File: config.mk
export PLATFORM = sky130hd
export DESIGN_NAME = weighted_random_child_select
export DESIGN_NICKNAME = d
export VERILOG_FILES = /design/src/rtl/core/wrcs_pkg.sv /design/src/rtl/core/weighted_random_child_select.sv
export VERILOG_INCLUDE_DIRS = /design/src /design/src/rtl/core
export SDC_FILE = /design/constraint.sdc
export NUM_CORES = 1
export LEC_CHECK = 0
export ABC_AREA = 1
export ABC_CLOCK_PERIOD_IN_PS = 15000
export BUFFER_PORTS_ARGS = -buffer_cell sky130_fd_sc_hd__buf_2
export CORE_MARGIN = 2
export CORE_UTILIZATION = 54
export CTS_BUF_LIST = sky130_fd_sc_hd__clkbuf_16
export CTS_CLUSTER_DIAMETER = 60
export CTS_CLUSTER_SIZE = 8
export DETAILED_ROUTE_END_ITERATION = 16
export GPL_ROUTABILITY_DRIVEN = 0
export PLACE_DENSITY = 0.75
export SLEW_MARGIN = 30
export SYNTH_ARGS = -nofsm -noshare
export SYNTH_HDL_FRONTEND = slang
export SYNTH_SLANG_ARGS = --single-unit
File: constraint.sdc
create_clock -name i_clk -period 15 [get_ports i_clk]
set_input_delay 3 -clock i_clk [delete_from_list [all_inputs] [get_ports i_clk]]
set_output_delay 3 -clock i_clk [all_outputs]
set_load 0.01 [all_outputs]
File: src/rtl/core/weighted_random_child_select_assert.svh
// Assertion macros for the weighted random child select block.
// Used by weighted_random_child_select.sv; no other dependencies.
`ifndef WEIGHTED_RANDOM_CHILD_SELECT_ASSERT_SVH
`define WEIGHTED_RANDOM_CHILD_SELECT_ASSERT_SVH

// Same-cycle implication, disabled while reset is asserted
`define WRCS_ASSERT_NOW(label, clk, rst_n, ante, cons, msg) \
    label: assert property (@(posedge clk) disable iff (!rst_n) (ante) |-> (cons)) \
        else $error(msg);

// Next-cycle implication, disabled while reset is asserted
`define WRCS_ASSERT_NEXT(label, clk, rst_n, ante, cons, msg) \
    label: assert property (@(posedge clk) disable iff (!rst_n) (ante) |=> (cons)) \
        else $error(msg);

`endif

File: src/rtl/core/wrcs_pkg.sv
// Package for the weighted random child select block: widths, constants
// and configuration register indexes. No dependencies.
package wrcs_pkg;

    localparam int MAX_CHILDREN = 8;
    localparam int CHILD_W      = 3;   // child index width
    localparam int CNT_W        = 4;   // child/weight count width
    localparam int WGT_W        = 7;   // clamped weight, 0..127
    localparam int SUM_W        = 10;  // sum of up to 8 weights
    localparam int RND_W        = 16;
    localparam int PROD_W       = RND_W + SUM_W;
    localparam int TABLE_W      = 64;
    localparam int CFG_IDX_W    = 2;

    // Weight of a child without explicit entry: 1.0 in Q3.4
    localparam logic [WGT_W-1:0] WEIGHT_ONE = 7'd16;

    typedef enum logic [CFG_IDX_W-1:0] {
        CFG_CHILD_COUNT  = 2'd0,
        CFG_WEIGHT_COUNT = 2'd1,
        CFG_WEIGHT_TABLE = 2'd2
    } t_cfg_idx;

endpackage

File: src/rtl/core/weighted_random_child_select.sv
// Weighted random child select: four-stage roulette wheel pipeline.
// Depends on wrcs_pkg and weighted_random_child_select_assert.svh.
//
//  channel  | handshake                 | payload
//  ---------+---------------------------+------------------------------------------
//  request  | start, busy               | i_first_visit, i_allowed_mask, i_random_word
//  result   | o_strobe                  | o_go_to_parent, o_chosen_child
//  config   | i_cfg_we                  | i_cfg_idx, i_cfg_data
//
// One transaction per cycle while busy is low; each result passes the stage 1, 2, 3 and output registers.
// Stages: weight clamp and masking, prefix sums, multiplies, compare and pick.
// busy is high only while reset is held; reset clears all stage valid bits and
// the configuration registers. The receiver cannot stall: o_strobe lasts one
// cycle and the pipeline never holds.
module weighted_random_child_select (
    input  logic                                 i_clk,
    input  logic                                 i_rst_n,
    input  logic                                 start,
    output logic                                 busy,
    input  logic                                 i_first_visit,
    input  logic [wrcs_pkg::MAX_CHILDREN-1:0]    i_allowed_mask,
    input  logic [wrcs_pkg::RND_W-1:0]           i_random_word,
    output logic                                 o_strobe,
    output logic                                 o_go_to_parent,
    output logic [wrcs_pkg::CHILD_W-1:0]         o_chosen_child,
    input  logic                                 i_cfg_we,
    input  logic [wrcs_pkg::CFG_IDX_W-1:0]       i_cfg_idx,
    input  logic [wrcs_pkg::TABLE_W-1:0]         i_cfg_data
);

    localparam int N = wrcs_pkg::MAX_CHILDREN;

    // Configuration registers
    logic [wrcs_pkg::CNT_W-1:0]   r_child_count;
    logic [wrcs_pkg::CNT_W-1:0]   r_weight_count;
    logic [wrcs_pkg::TABLE_W-1:0] r_weight_table;

    always_ff @(posedge i_clk) begin
        if (!i_rst_n) begin
            r_child_count  <= '0;
            r_weight_count <= '0;
            r_weight_table <= '0;
        end else if (i_cfg_we) begin
            case (wrcs_pkg::t_cfg_idx'(i_cfg_idx))
                wrcs_pkg::CFG_CHILD_COUNT:  r_child_count  <= i_cfg_data[wrcs_pkg::CNT_W-1:0];
                wrcs_pkg::CFG_WEIGHT_COUNT: r_weight_count <= i_cfg_data[wrcs_pkg::CNT_W-1:0];
                wrcs_pkg::CFG_WEIGHT_TABLE: r_weight_table <= i_cfg_data;
                default: ;
            endcase
        end
    end

    assign busy = !i_rst_n;

    logic accept;
    assign accept = start && !busy;

    // ---------------- Stage 1: clamp weights, mask absent children
    logic [wrcs_pkg::CNT_W-1:0] cnt_eff;
    logic [N-1:0]               n_s1_m;
    logic [wrcs_pkg::WGT_W-1:0] n_s1_w [N];
    logic                       n_s1_parent;
    logic [7:0]                 raw_byte;

    always_comb begin
        raw_byte = '0;
        cnt_eff  = (r_child_count > wrcs_pkg::CNT_W'(N)) ? wrcs_pkg::CNT_W'(N) : r_child_count;
        for (int i = 0; i < N; i++) begin
            n_s1_m[i] = i_allowed_mask[i] && (wrcs_pkg::CNT_W'(i) < cnt_eff);
            raw_byte  = r_weight_table[8*i +: 8];
            if (wrcs_pkg::CNT_W'(i) >= r_weight_count) begin
                n_s1_w[i] = wrcs_pkg::WEIGHT_ONE;
            end else if (raw_byte[7]) begin
                n_s1_w[i] = '0;   // negative weight counts as zero
            end else begin
                n_s1_w[i] = raw_byte[wrcs_pkg::WGT_W-1:0];
            end
            if (!n_s1_m[i]) begin
                n_s1_w[i] = '0;
            end
        end
        n_s1_parent = (cnt_eff == '0) || !i_first_visit || (n_s1_m == '0);
    end

    logic                       r_s1_valid;
    logic                       r_s1_parent;
    logic [N-1:0]               r_s1_m;
    logic [wrcs_pkg::WGT_W-1:0] r_s1_w [N];
    logic [wrcs_pkg::RND_W-1:0] r_s1_rnd;

    always_ff @(posedge i_clk) begin
        if (!i_rst_n) begin
            r_s1_valid <= 1'b0;
        end else begin
            r_s1_valid <= accept;
        end
    end

    always_ff @(posedge i_clk) begin
        r_s1_parent <= n_s1_parent;
        r_s1_m      <= n_s1_m;
        r_s1_w      <= n_s1_w;
        r_s1_rnd    <= i_random_word;
    end

    // ---------------- Stage 2: running sums and allowed count
    logic [wrcs_pkg::SUM_W-1:0] n_s2_sum [N];
    logic [wrcs_pkg::SUM_W-1:0] acc;

    always_comb begin
        acc = '0;
        for (int i = 0; i < N; i++) begin
            acc         = acc + wrcs_pkg::SUM_W'(r_s1_w[i]);
            n_s2_sum[i] = acc;
        end
    end

    logic                       r_s2_valid;
    logic                       r_s2_parent;
    logic [N-1:0]               r_s2_m;
    logic [wrcs_pkg::SUM_W-1:0] r_s2_sum [N];
    logic [wrcs_pkg::CNT_W-1:0] r_s2_n;
    logic [wrcs_pkg::RND_W-1:0] r_s2_rnd;

    always_ff @(posedge i_clk) begin
        if (!i_rst_n) begin
            r_s2_valid <= 1'b0;
        end else begin
            r_s2_valid <= r_s1_valid;
        end
    end

    always_ff @(posedge i_clk) begin
        r_s2_parent <= r_s1_parent;
        r_s2_m      <= r_s1_m;
        r_s2_sum    <= n_s2_sum;
        r_s2_n      <= wrcs_pkg::CNT_W'($countones(r_s1_m));
        r_s2_rnd    <= r_s1_rnd;
    end

    // ---------------- Stage 3: random * total, zero-total slot index
    logic [wrcs_pkg::PROD_W-1:0]        n_s3_prod;
    logic [wrcs_pkg::RND_W+wrcs_pkg::CNT_W-1:0] kprod;
    logic [wrcs_pkg::CNT_W-1:0]         n_s3_k;

    always_comb begin
        n_s3_prod = wrcs_pkg::PROD_W'(r_s2_rnd) * wrcs_pkg::PROD_W'(r_s2_sum[N-1]);
        kprod     = (wrcs_pkg::RND_W+wrcs_pkg::CNT_W)'(r_s2_rnd)
                  * (wrcs_pkg::RND_W+wrcs_pkg::CNT_W)'(r_s2_n);
        n_s3_k    = kprod[wrcs_pkg::RND_W +: wrcs_pkg::CNT_W];
        if (n_s3_k >= r_s2_n && r_s2_n != '0) begin
            n_s3_k = r_s2_n - 1'b1;
        end
    end

    logic                        r_s3_valid;
    logic                        r_s3_parent;
    logic                        r_s3_zero;
    logic [N-1:0]                r_s3_m;
    logic [wrcs_pkg::SUM_W-1:0]  r_s3_sum [N];
    logic [wrcs_pkg::PROD_W-1:0] r_s3_prod;
    logic [wrcs_pkg::CNT_W-1:0]  r_s3_k;

    always_ff @(posedge i_clk) begin
        if (!i_rst_n) begin
            r_s3_valid <= 1'b0;
        end else begin
            r_s3_valid <= r_s2_valid;
        end
    end

    always_ff @(posedge i_clk) begin
        r_s3_parent <= r_s2_parent;
        r_s3_zero   <= (r_s2_sum[N-1] == '0);
        r_s3_m      <= r_s2_m;
        r_s3_sum    <= r_s2_sum;
        r_s3_prod   <= n_s3_prod;
        r_s3_k      <= n_s3_k;
    end

    // ---------------- Stage 4: wheel compare and pick
    logic [wrcs_pkg::CHILD_W-1:0] pick_wheel;
    logic [wrcs_pkg::CHILD_W-1:0] pick_zero;
    logic [wrcs_pkg::CHILD_W-1:0] pick_last;
    logic                         wheel_hit;
    logic [wrcs_pkg::CNT_W-1:0]   run;
    logic [wrcs_pkg::CHILD_W-1:0] n_child;

    always_comb begin
        pick_wheel = '0;
        pick_zero  = '0;
        pick_last  = '0;
        wheel_hit  = 1'b0;
        run        = '0;
        // last allowed child, used when the wheel falls through
        for (int i = 0; i < N; i++) begin
            if (r_s3_m[i]) begin
                pick_last = wrcs_pkg::CHILD_W'(i);
            end
        end
        // first allowed child whose running sum covers the draw
        for (int i = N-1; i >= 0; i--) begin
            if (r_s3_m[i] && ({r_s3_sum[i], 16'h0000} >= r_s3_prod)) begin
                pick_wheel = wrcs_pkg::CHILD_W'(i);
                wheel_hit  = 1'b1;
            end
        end
        // k-th allowed child when every weight is zero
        for (int i = 0; i < N; i++) begin
            if (r_s3_m[i]) begin
                if (run == r_s3_k) begin
                    pick_zero = wrcs_pkg::CHILD_W'(i);
                end
                run = run + 1'b1;
            end
        end
        if (r_s3_parent) begin
            n_child = '0;
        end else if (r_s3_zero) begin
            n_child = pick_zero;
        end else if (wheel_hit) begin
            n_child = pick_wheel;
        end else begin
            n_child = pick_last;
        end
    end

    logic                         r_out_valid;
    logic                         r_out_parent;
    logic [wrcs_pkg::CHILD_W-1:0] r_out_child;

    always_ff @(posedge i_clk) begin
        if (!i_rst_n) begin
            r_out_valid <= 1'b0;
        end else begin
            r_out_valid <= r_s3_valid;
        end
    end

    always_ff @(posedge i_clk) begin
        r_out_parent <= r_s3_parent;
        r_out_child  <= n_child;
    end

    assign o_strobe       = r_out_valid;
    assign o_go_to_parent = r_out_parent;
    assign o_chosen_child = r_out_child;

    // ---------------- Assertions
`include "weighted_random_child_select_assert.svh"

    `WRCS_ASSERT_NOW(a_parent_child_zero, i_clk, i_rst_n, o_strobe && o_go_to_parent, o_chosen_child == '0, "return-to-parent result carries a nonzero child")
    `WRCS_ASSERT_NEXT(a_pick_is_allowed, i_clk, i_rst_n, r_s3_valid && !r_s3_parent, r_out_child <= wrcs_pkg::CHILD_W'(N-1) && (($past(r_s3_m) >> o_chosen_child) & 8'h01) == 8'h01, "chosen child is not an allowed child")
    `WRCS_ASSERT_NEXT(a_pipe_latency, i_clk, i_rst_n, r_s1_valid, ##1 r_s3_valid ##1 o_strobe, "transaction lost in the pipeline")
    `WRCS_ASSERT_NOW(a_live_has_mask, i_clk, i_rst_n, r_s2_valid && !r_s2_parent, r_s2_m != '0 && r_s2_n != '0, "child pick with empty allowed set")

endmodule

==> run summary, run 1 <==
Net Sw Power: 0.000816 W
Final setup viols: 0
placed cells: 3125
fin util: 60.7%
mux contribution to synthesized area: 0%
Final Max Tran Viols: 0
nets: 3121
measured slew at the worst slew-check pin: 1.01 ns
Post-Synth Adder-Cell Area: 26.6%
Sequential Power Share: 40.9%
Hold WC Path Type: reg2reg
Worst-Skew Late Latency: 0.61 ns
Mean Syn Cell Area: 8.39 um2
Clock power frac: 40.3%
Pleak: 12.8 nW
reg2reg path depth: 32
Hold Fails Final Rpt: 0
chip height: 204 um
Worst Path Arrival: 3.79 ns
FMAX: 147 MHz
DR WL/cell: 15.4 um
largest net degree at the start of global routing: 129
post-route setup TNS: 0 ns
Die W: 204 um
number of diodes: 0
Num CTS Buffers: 55
Pint: 0.00197 W
register area share after synthesis: 35.2%
synth top area cells: dfxtp_1 35%, fa_1 14%, ha_1 13%
most frequent cells in the layout: 519 x nand2_1, 454 x inv_1, 377 x dfxtp_1
Min Hold Slack: 0.320 ns
main combinational cell family by area after synthesis: adder cells
total gr overflow: 0
Final min period: 6.79 ns
commonest non-fill, non-tap cell in the layout: nand2_1
worst reg2reg endpoint: r_s2_sum[9]
Routed Antenna Nets: 0
DRC: 0
Net Sw Frac: 29.3%
Comb power frac: 18.8%
Async SR Flop Fraction: 0%
unrepaired setup endpoints after global routing: no
Synth Register Bits: 378
post-synth top area cell: dfxtp_1
Initial Utilization: 54.4%
Ports: 101
PostCTS Resize Cnt: 0
Power Dens Cells: 116 mW/mm2
critical path class: in2out
Syn Inst Count: 2564
CTS H-tree lvls: 2
YS warnings: 0
post-synth cell types: 48
I/O Buffers: 100
skew final: 0.0328 ns
worst vdd ir: 0.113 mV
Hold Buf Count CTS: 0
vias: 16.8k
Clock Sink Count: 378
Cell Area, Synth: 0.0215 mm2
Yosys top cell area share: 35.2%
setup repair bufs after CTS: 0
fin cells: 3191
CP Max Fanout: 77
DP HPWL: 37100 um
first-pass GRT wire length: 80400 um
Setup crit end kind: output pin
GRT Total Usage: 24.1%
compound-cell area share of the yosys netlist: 8.93%
maxcap violations: 0
Post-Synth Simple-Gate Area: 16.9%
share of cells above drive strength 1: 8.70%
# rows: 73
Rel. slew slack: 32.6%
Worst setup SP type: primary input
CTS clk-pin slew, worst paths: 0.05 ns
Primary FF master, synth: dfxtp_1
status: completed
Post-synth EDFFs: 0
R2R Setup Slk: 8.56 ns
# fillers: 3287
CTS root buffer: clkbuf_16
Critical Path Start: i_rst_n
worst r2r src: r_s1_w[42]
Core Box Area: 0.0395 mm2
number of global-route vias before repair: 17.0k
P&R area growth vs syn: 11.6%
final wirelength: 49200 um
syn nets: 3028
CTS tree: yes
final period utilization: 45.2%
Starting DRT DRC Count: 912
Req. time, crit path: 12.00 ns
initial antenna violation count: 0
CP endpoint: busy
vias per cell: 5.25
Max Root-Sink Buffers: 3
die area: 0.0415 mm2
drt first pass iters: 5
Synth Area in XOR/XNOR: 3.12%
[worst min-delay path by stage]
stage | startpoint | to | cells past startpoint
floorplan | r_s1_parent | r_s2_parent | 0
global placement | r_s1_rnd[9] | r_s2_rnd[9] | 0
detailed placement | r_s2_m[4] | r_s3_m[4] | 0
CTS | r_s2_sum[44] | r_s3_sum[44] | 0
global route | r_s2_sum[18] | r_s3_sum[18] | 0
finish | r_s2_sum[44] | r_s3_sum[44] | 0
[power groups by stage]
stage / Sequential (W) / Combinational, W / Clock, W
after floorplan: 0.00111 / 0.000398 / 0
final: 0.00114 / 0.000523 / 0.00112
after CTS: 0.00114 / 0.000523 / 0.00114
after global routing: 0.00114 / 0.000598 / 0.00118
after global placement: 0.00115 / 0.000492 / 0
after detailed placement: 0.00115 / 0.000514 / 0
[sequential cells by signal, indices dropped and copies added, names as in the netlist, 4 cells and up]
name / count
r_child_count: 4
r_s1_m: 8
r_s3_prod: 26
r_weight_table: 64
r_s2_n: 4
r_s1_w: 56
r_s3_k: 4
r_s1_rnd: 16
r_s3_m: 8
r_s3_sum: 74
r_s2_rnd: 16
r_s2_m: 8
r_s2_sum: 74
r_weight_count: 4
[Yosys cell counts (12+ instances only)]
library cell and instances:
clkbuf_1 62, a31oi_1 12, fa_1 148, ha_1 221, xor2_1 43, inv_1 453
nand3_1 95, nand2_1 519, nor2_1 151, xnor2_1 30, a21oi_1 175, o21ai_0 136
dfxtp_1 378, nand4_1 19, nand2_2 21
[logic make-up after synthesis]
group                      Yosys count
AOI/OAI and AO/OA                  360
xor gates and xnor gates            75
buffers and inverters              529
DFF                                378
adders and majority gates          369
and+or+nand+nor                    853
[critical path: stages]
cell and delay [ns]:
buf_2 0.07, buf_4 0.46, inv_1 0.08, buf_2 0.15
[per-layer routing]
layer | vias up | part of all wire (%) | global-route usage [%] | wire length, um
met5 | - | 0 | 0 | 0
met3 | 140 | 6.6 | 4.92 | 3260
met2 | 497 | 48 | 41.2 | 23500
met1 | 7936 | 42 | 29.8 | 20600
li1 | 8195 | - | - | -
met4 | 0 | 3.7 | 9.62 | 1810
[through the flow]
step / setup WS (ns) / total power [W] / cell area (um2)
floorplan: 8.44 / 0.00151 / 21500
detailed placement: 8.23 / 0.00167 / 22500
global placement: 8.24 / 0.00164 / 22500
finish: 8.21 / 0.00278 / 24000
CTS: 8.23 / 0.00280 / 24000
global route: 8.11 / 0.00292 / 24000
[cell type report]
| class | count | area, um2 | share of cell area, % |
|---|---|---|---|
| clock buffers | 55 | 1380 | 5.73 |
| flip-flops and latches | 378 | 7570 | 31.5 |
| well taps | 525 | 657 | 2.73 |
| clock inverters | 11 | 176 | 0.734 |
| multi-input cells | 1657 | 12000 | 49.9 |
| repair buffers | 105 | 542 | 2.26 |
| inverters | 460 | 1730 | 7.19 |
(Power assumes the default switching activity.)
==> inputs of run 2 (changes only) <==
Settings changed: ABC_CLOCK_PERIOD_IN_PS 15000 to 6450.
Clock period 15 ns to 6.45 ns, I/O delays scaled along.
==> run 2 against run 1 <==
Clock skew is 0.013 ns higher; clock power is 130% higher; critical path type is now reg2reg; global-route usage is 0.81 points higher; routed wire length is 2.4% higher; highest routed layer unchanged; cell count is 0.41% higher; critical path depth is 25 higher; setup slack worse by 8.0 ns; largest cell class unchanged; sequential share of layout area is 0.29 points lower; final area is 0.92% higher; hold slack worse by 0.0023 ns; register-to-register slack worse by 8.3 ns.
==> run summary, run 2 (same netlist as run 1, synthesis figures left out) <==
Worst setup SP type: flip-flop
reg2reg path depth: 29
largest registers: r_s2_sum x74, r_s3_sum x74, r_weight_table x64
first-pass GRT wire length: 83300 um
number of global-route vias before repair: 17.4k
Hold Path Sink: r_s3_sum[35]
die area: 0.0415 mm2
Setup crit end kind: flip-flop
share of cells above drive strength 1: 9.89%
chip height: 204 um
vias per cell: 5.25
Hold WC Path Type: reg2reg
Worst Path Arrival: 6.69 ns
CTS clk-pin slew, worst paths: 0.05 ns
R2R Setup Slk: 0.25 ns
worst vdd ir: 0.248 mV
Die W: 204 um
maxcap violations: 0
slowest stage delay, CP: 0.50 ns
Worst-Skew Late Latency: 0.62 ns
CTS root buffer: clkbuf_16
fin cells: 3204
Pint: 0.00455 W
cell mode on critical path: ha_1
Num CTS Buffers: 55
most frequent cells in the layout: 519 x nand2_1, 453 x inv_1, 378 x dfxtp_1
DP HPWL: 37500 um
Final setup viols: 0
final period utilization: 96.1%
Final Max Tran Viols: 0
initial antenna violation count: 1
Final min period: 6.20 ns
placed cells: 3138
Pleak: 12.8 nW
vias: 16.8k
Power Dens Cells: 267 mW/mm2
final wirelength: 50400 um
Hold Buf Count CTS: 0
CP Max Fanout: 5
largest net degree at the start of global routing: 129
Ports: 101
Comb power frac: 19.2%
critical path class: reg2reg
Starting DRT DRC Count: 895
drt first pass iters: 6
Hold Crit Start: r_s2_sum[35]
Routed Antenna Nets: 0
number of diodes: 0
Clock power frac: 40.1%
skew final: 0.0462 ns
Initial Utilization: 54.4%
fin util: 61.3%
nets: 3136
worst reg2reg endpoint: r_s2_sum[9]
Hold Fails Final Rpt: 0
Hold Path Depth: 0
Net Sw Frac: 29.7%
DR WL/cell: 15.7 um
Core Box Area: 0.0395 mm2
GRT Total Usage: 24.9%
Rel. slew slack: 29.8%
total gr overflow: 0
P&R area growth vs syn: 12.7%
worst r2r src: r_s1_w[49]
CTS tree: yes
I/O Buffers: 100
Sequential Power Share: 40.7%
Clock Sink Count: 378
slowest CP cell: fa_2
status: completed
measured slew at the worst slew-check pin: 1.05 ns
# rows: 73
DRC: 0
FMAX: 161 MHz
Max Root-Sink Buffers: 3
Net Sw Power: 0.00192 W
commonest non-fill, non-tap cell in the layout: nand2_1
CTS H-tree lvls: 2
Req. time, crit path: 6.94 ns
-- run 2: cell types whose count changed in the layout (fill, tap and decap cells not counted), sizes merged --
cell / change
buf: +15
clkinv: +1
inv: -2
bufinv: -1
-- run 2: worst max path at each step --
stage                        endpoint  cells past startpoint  slack [ns]       start
after floorplan           r_s2_sum[9]                     30        0.86  r_s1_w[42]
after global placement    r_s2_sum[9]                     32        0.44  r_s1_w[42]
after detailed placement  r_s2_sum[9]                     30        0.19  r_s1_w[49]
after CTS                 r_s2_sum[9]                     30        0.12  r_s1_w[49]
after global routing      r_s2_sum[9]                     35       -0.17  r_s1_w[51]
final                     r_s2_sum[9]                     29        0.25  r_s1_w[49]
-- run 2: area by class of cell --
cell class	instances	area, um2
flip-flops and latches	378	7570
clock buffers	55	1380
well taps	525	657
multi-input cells	1657	12100
clock inverters	9	173
repair buffers	120	654
inverters	460	1730
fillers	3210	15300
-- run 2: timing repair --
action	CTS	global route
setup endpoints to repair	0	3
gates resized for setup	0	22
setup buffers	0	2
-- run 2: critical path: cells and delay by family, from the launching register on --
| kind | cells | cell delay [ns] |
|---|---|---|
| simple gates | 7 | 0.60 |
| compound gates | 5 | 0.97 |
| xor+xnor | 5 | 0.83 |
| fa+ha+maj | 8 | 2.98 |
| flops | 1 | 0.34 |
| buf+inv | 4 | 0.34 |
-- run 2: per-stage QoR --
step | hold slack [ns] | setup TNS [ns] | power [W] | cell area (um2) | worst slack (ns)
2_1_floorplan | 0.310 | 0 | 0.00351 | 21500 | 0.864
3_3_place_gp | 0.310 | 0 | 0.00384 | 22600 | 0.438
3_5_place_dp | 0.312 | 0 | 0.00389 | 22600 | 0.191
4_1_cts | 0.321 | 0 | 0.00650 | 24100 | 0.120
5_1_grt | 0.324 | -0.225 | 0.00679 | 24200 | -0.170
6_report | 0.317 | 0 | 0.00647 | 24200 | 0.252
-- run 2: power by group through the flow --
stage	clock network, W	logic (W)	registers, W
floorplan	0	0.000926	0.00259
CTS	0.00263	0.00124	0.00263
global route	0.00273	0.00142	0.00265
detailed placement	0	0.00122	0.00267
finish	0.00259	0.00124	0.00263
global placement	0	0.00117	0.00267
-- run 2: per-layer routing --
| metal | routed length (um) | global-route usage [%] | vias up |
|---|---|---|---|
| li1 | - | - | 8223 |
| met1 | 21900 | 31.9 | 7968 |
| met2 | 24100 | 42.7 | 506 |
| met3 | 3060 | 4.36 | 109 |
| met4 | 1390 | 7.98 | 0 |
| met5 | 0 | 0 | - |
==> inputs of run 3 (changes only) <==
Settings changed: ABC_CLOCK_PERIOD_IN_PS 6450 to 6810, SLEW_MARGIN 30 to 0.
Clock period 6.45 ns to 6.81 ns, I/O delays scaled along.
==> run 3 against run 2 <==
Largest power group unchanged; register-to-register slack better by 0.30 ns; die area stayed put; sequential cell count stayed put.
==> run summary, run 3 (same netlist as run 1, synthesis figures left out) <==
R2R Setup Slk: 0.56 ns
critical path class: reg2reg
worst r2r src: r_s1_w[42]
Final setup viols: 0
Ports: 101
drt first pass iters: 5
fin cells: 3194
Hold WC Path Type: reg2reg
I/O Buffers: 100
Hold Fails Final Rpt: 0
DRC: 0
# rows: 73
Pleak: 12.8 nW
Final min period: 6.25 ns
Routed Antenna Nets: 0
Req. time, crit path: 7.29 ns
P&R area growth vs syn: 11.5%
final period utilization: 91.8%
Initial Utilization: 54.4%
final wirelength: 49600 um
CTS tree: yes
Worst-Skew Late Latency: 0.60 ns
CTS clk-pin slew, worst paths: 0.05 ns
skew final: 0.0156 ns
DR WL/cell: 15.5 um
maxcap violations: 0
CP endpoint: r_s2_sum[9]
FMAX: 160 MHz
Num CTS Buffers: 55
die area: 0.0415 mm2
Clock Sink Count: 378
nets: 3123
DP HPWL: 37400 um
Setup crit end kind: flip-flop
CTS H-tree lvls: 2
pre-CTS setup slack: 0.533 ns
largest registers: r_s2_sum x74, r_s3_sum x74, r_weight_table x64
CP Buf/Inv Count: 4
slowest stage delay, CP: 0.41 ns
Core Box Area: 0.0395 mm2
Hold Crit Start: r_s2_sum[18]
status: completed
Die W: 204 um
# fillers: 3317
vias per cell: 5.23
WP depth: 30
Multi-input gate area: 0.0120 mm2
Final Max Tran Viols: 0
cell mode on critical path: ha_1
placed cells: 3127
cell family with the largest share of critical-path delay: adder cells
first-pass GRT wire length: 82700 um
Worst Path Arrival: 6.74 ns
Tot Pwr: 0.00607 W
post-route setup TNS: 0 ns
chip height: 204 um
largest net degree at the start of global routing: 129
Max Root-Sink Buffers: 3
worst reg2reg endpoint: r_s2_sum[9]
share of cells above drive strength 1: 8.77%
slowest CP cell: fa_1
commonest non-fill, non-tap cell in the layout: nand2_1
measured slew at the worst slew-check pin: 1.07 ns
most frequent cells in the layout: 519 x nand2_1, 455 x inv_1, 378 x dfxtp_1
reg2reg path depth: 30
CP Max Fanout: 6
worst vdd ir: 0.190 mV
GRT Total Usage: 24.8%
total gr overflow: 0
Worst setup SP type: flip-flop
Critical Path Start: r_s1_w[42]
Rel. slew slack: 28.7%
number of global-route vias before repair: 17.3k
initial antenna violation count: 0
unrepaired setup endpoints after global routing: no
Power Dens Cells: 253 mW/mm2
vias: 16.7k
setup repair bufs after CTS: 0
Register Area: 0.00757 mm2
worst setup margin: 0.556 ns
CTS root buffer: clkbuf_16
Starting DRT DRC Count: 911
number of diodes: 0
==> run 3: repair_timing <==
item                                    CTS  global route
resized for setup                         0             1
endpoints found under the setup margin    0             1
hold buffers                              0             0
endpoints found under the hold margin     0             0
==> run 3: routing by layer <==
metal  wire (um)  global-route usage [%]  part of all wire [%]  vias up
met5           0                       0                     0        -
met4        1350                    8.60                   2.7        0
met3        3150                    4.89                   6.4      113
met2       23500                    42.0                    47      487
met1       21700                    31.5                    44     7911
li1            -                       -                     -     8201
==> run 3: final cells by class <==
class | count | share of cell area (%)
inverter | 460 | 7.20
sequential | 378 | 31.5
tap | 525 | 2.74
clock buffer | 55 | 5.74
multi-input combinational | 1657 | 49.9
clock inverter | 12 | 0.563
timing repair buffer | 107 | 2.30
==> run 3: worst reg2reg max path, delay by kind of cell, from the launching register on <==
kind	cells	cell delay [ns]
simple gates	6	0.51
buf+inv	4	0.30
fa+ha+maj	8	2.72
compound gates	6	1.26
flops	1	0.30
xor+xnor	6	1.05
==> run 3: report_power, final <==
part	switching, W	internal, W
clock network	0.000951	0.00146
registers	0.000127	0.00236
logic	0.000735	0.000433
total	0.00181	0.00426
==> run 3: how the worst min path moves through the flow <==
stage              endpoint  slack (ns)  depth (start not counted)
2_1_floorplan   r_s2_parent        0.31                          0
3_3_place_gp      r_s3_m[1]        0.31                          0
3_5_place_dp      r_s3_m[0]        0.31                          0
4_1_cts        r_s3_sum[18]        0.32                          0
5_1_grt         r_s2_rnd[5]        0.33                          0
6_report       r_s3_sum[18]        0.31                          0
==> run 3: stage by stage <==
| step | hold slack [ns] | utilization (%) | instance area [um2] |
|---|---|---|---|
| 6_report | 0.312 | 60.7 | 24000 |
| 5_1_grt | 0.326 | 60.7 | 24000 |
| 4_1_cts | 0.320 | 60.7 | 24000 |
| 3_5_place_dp | 0.312 | 56.8 | 22500 |
| 3_3_place_gp | 0.310 | 56.8 | 22500 |
| 2_1_floorplan | 0.310 | - | 21500 |
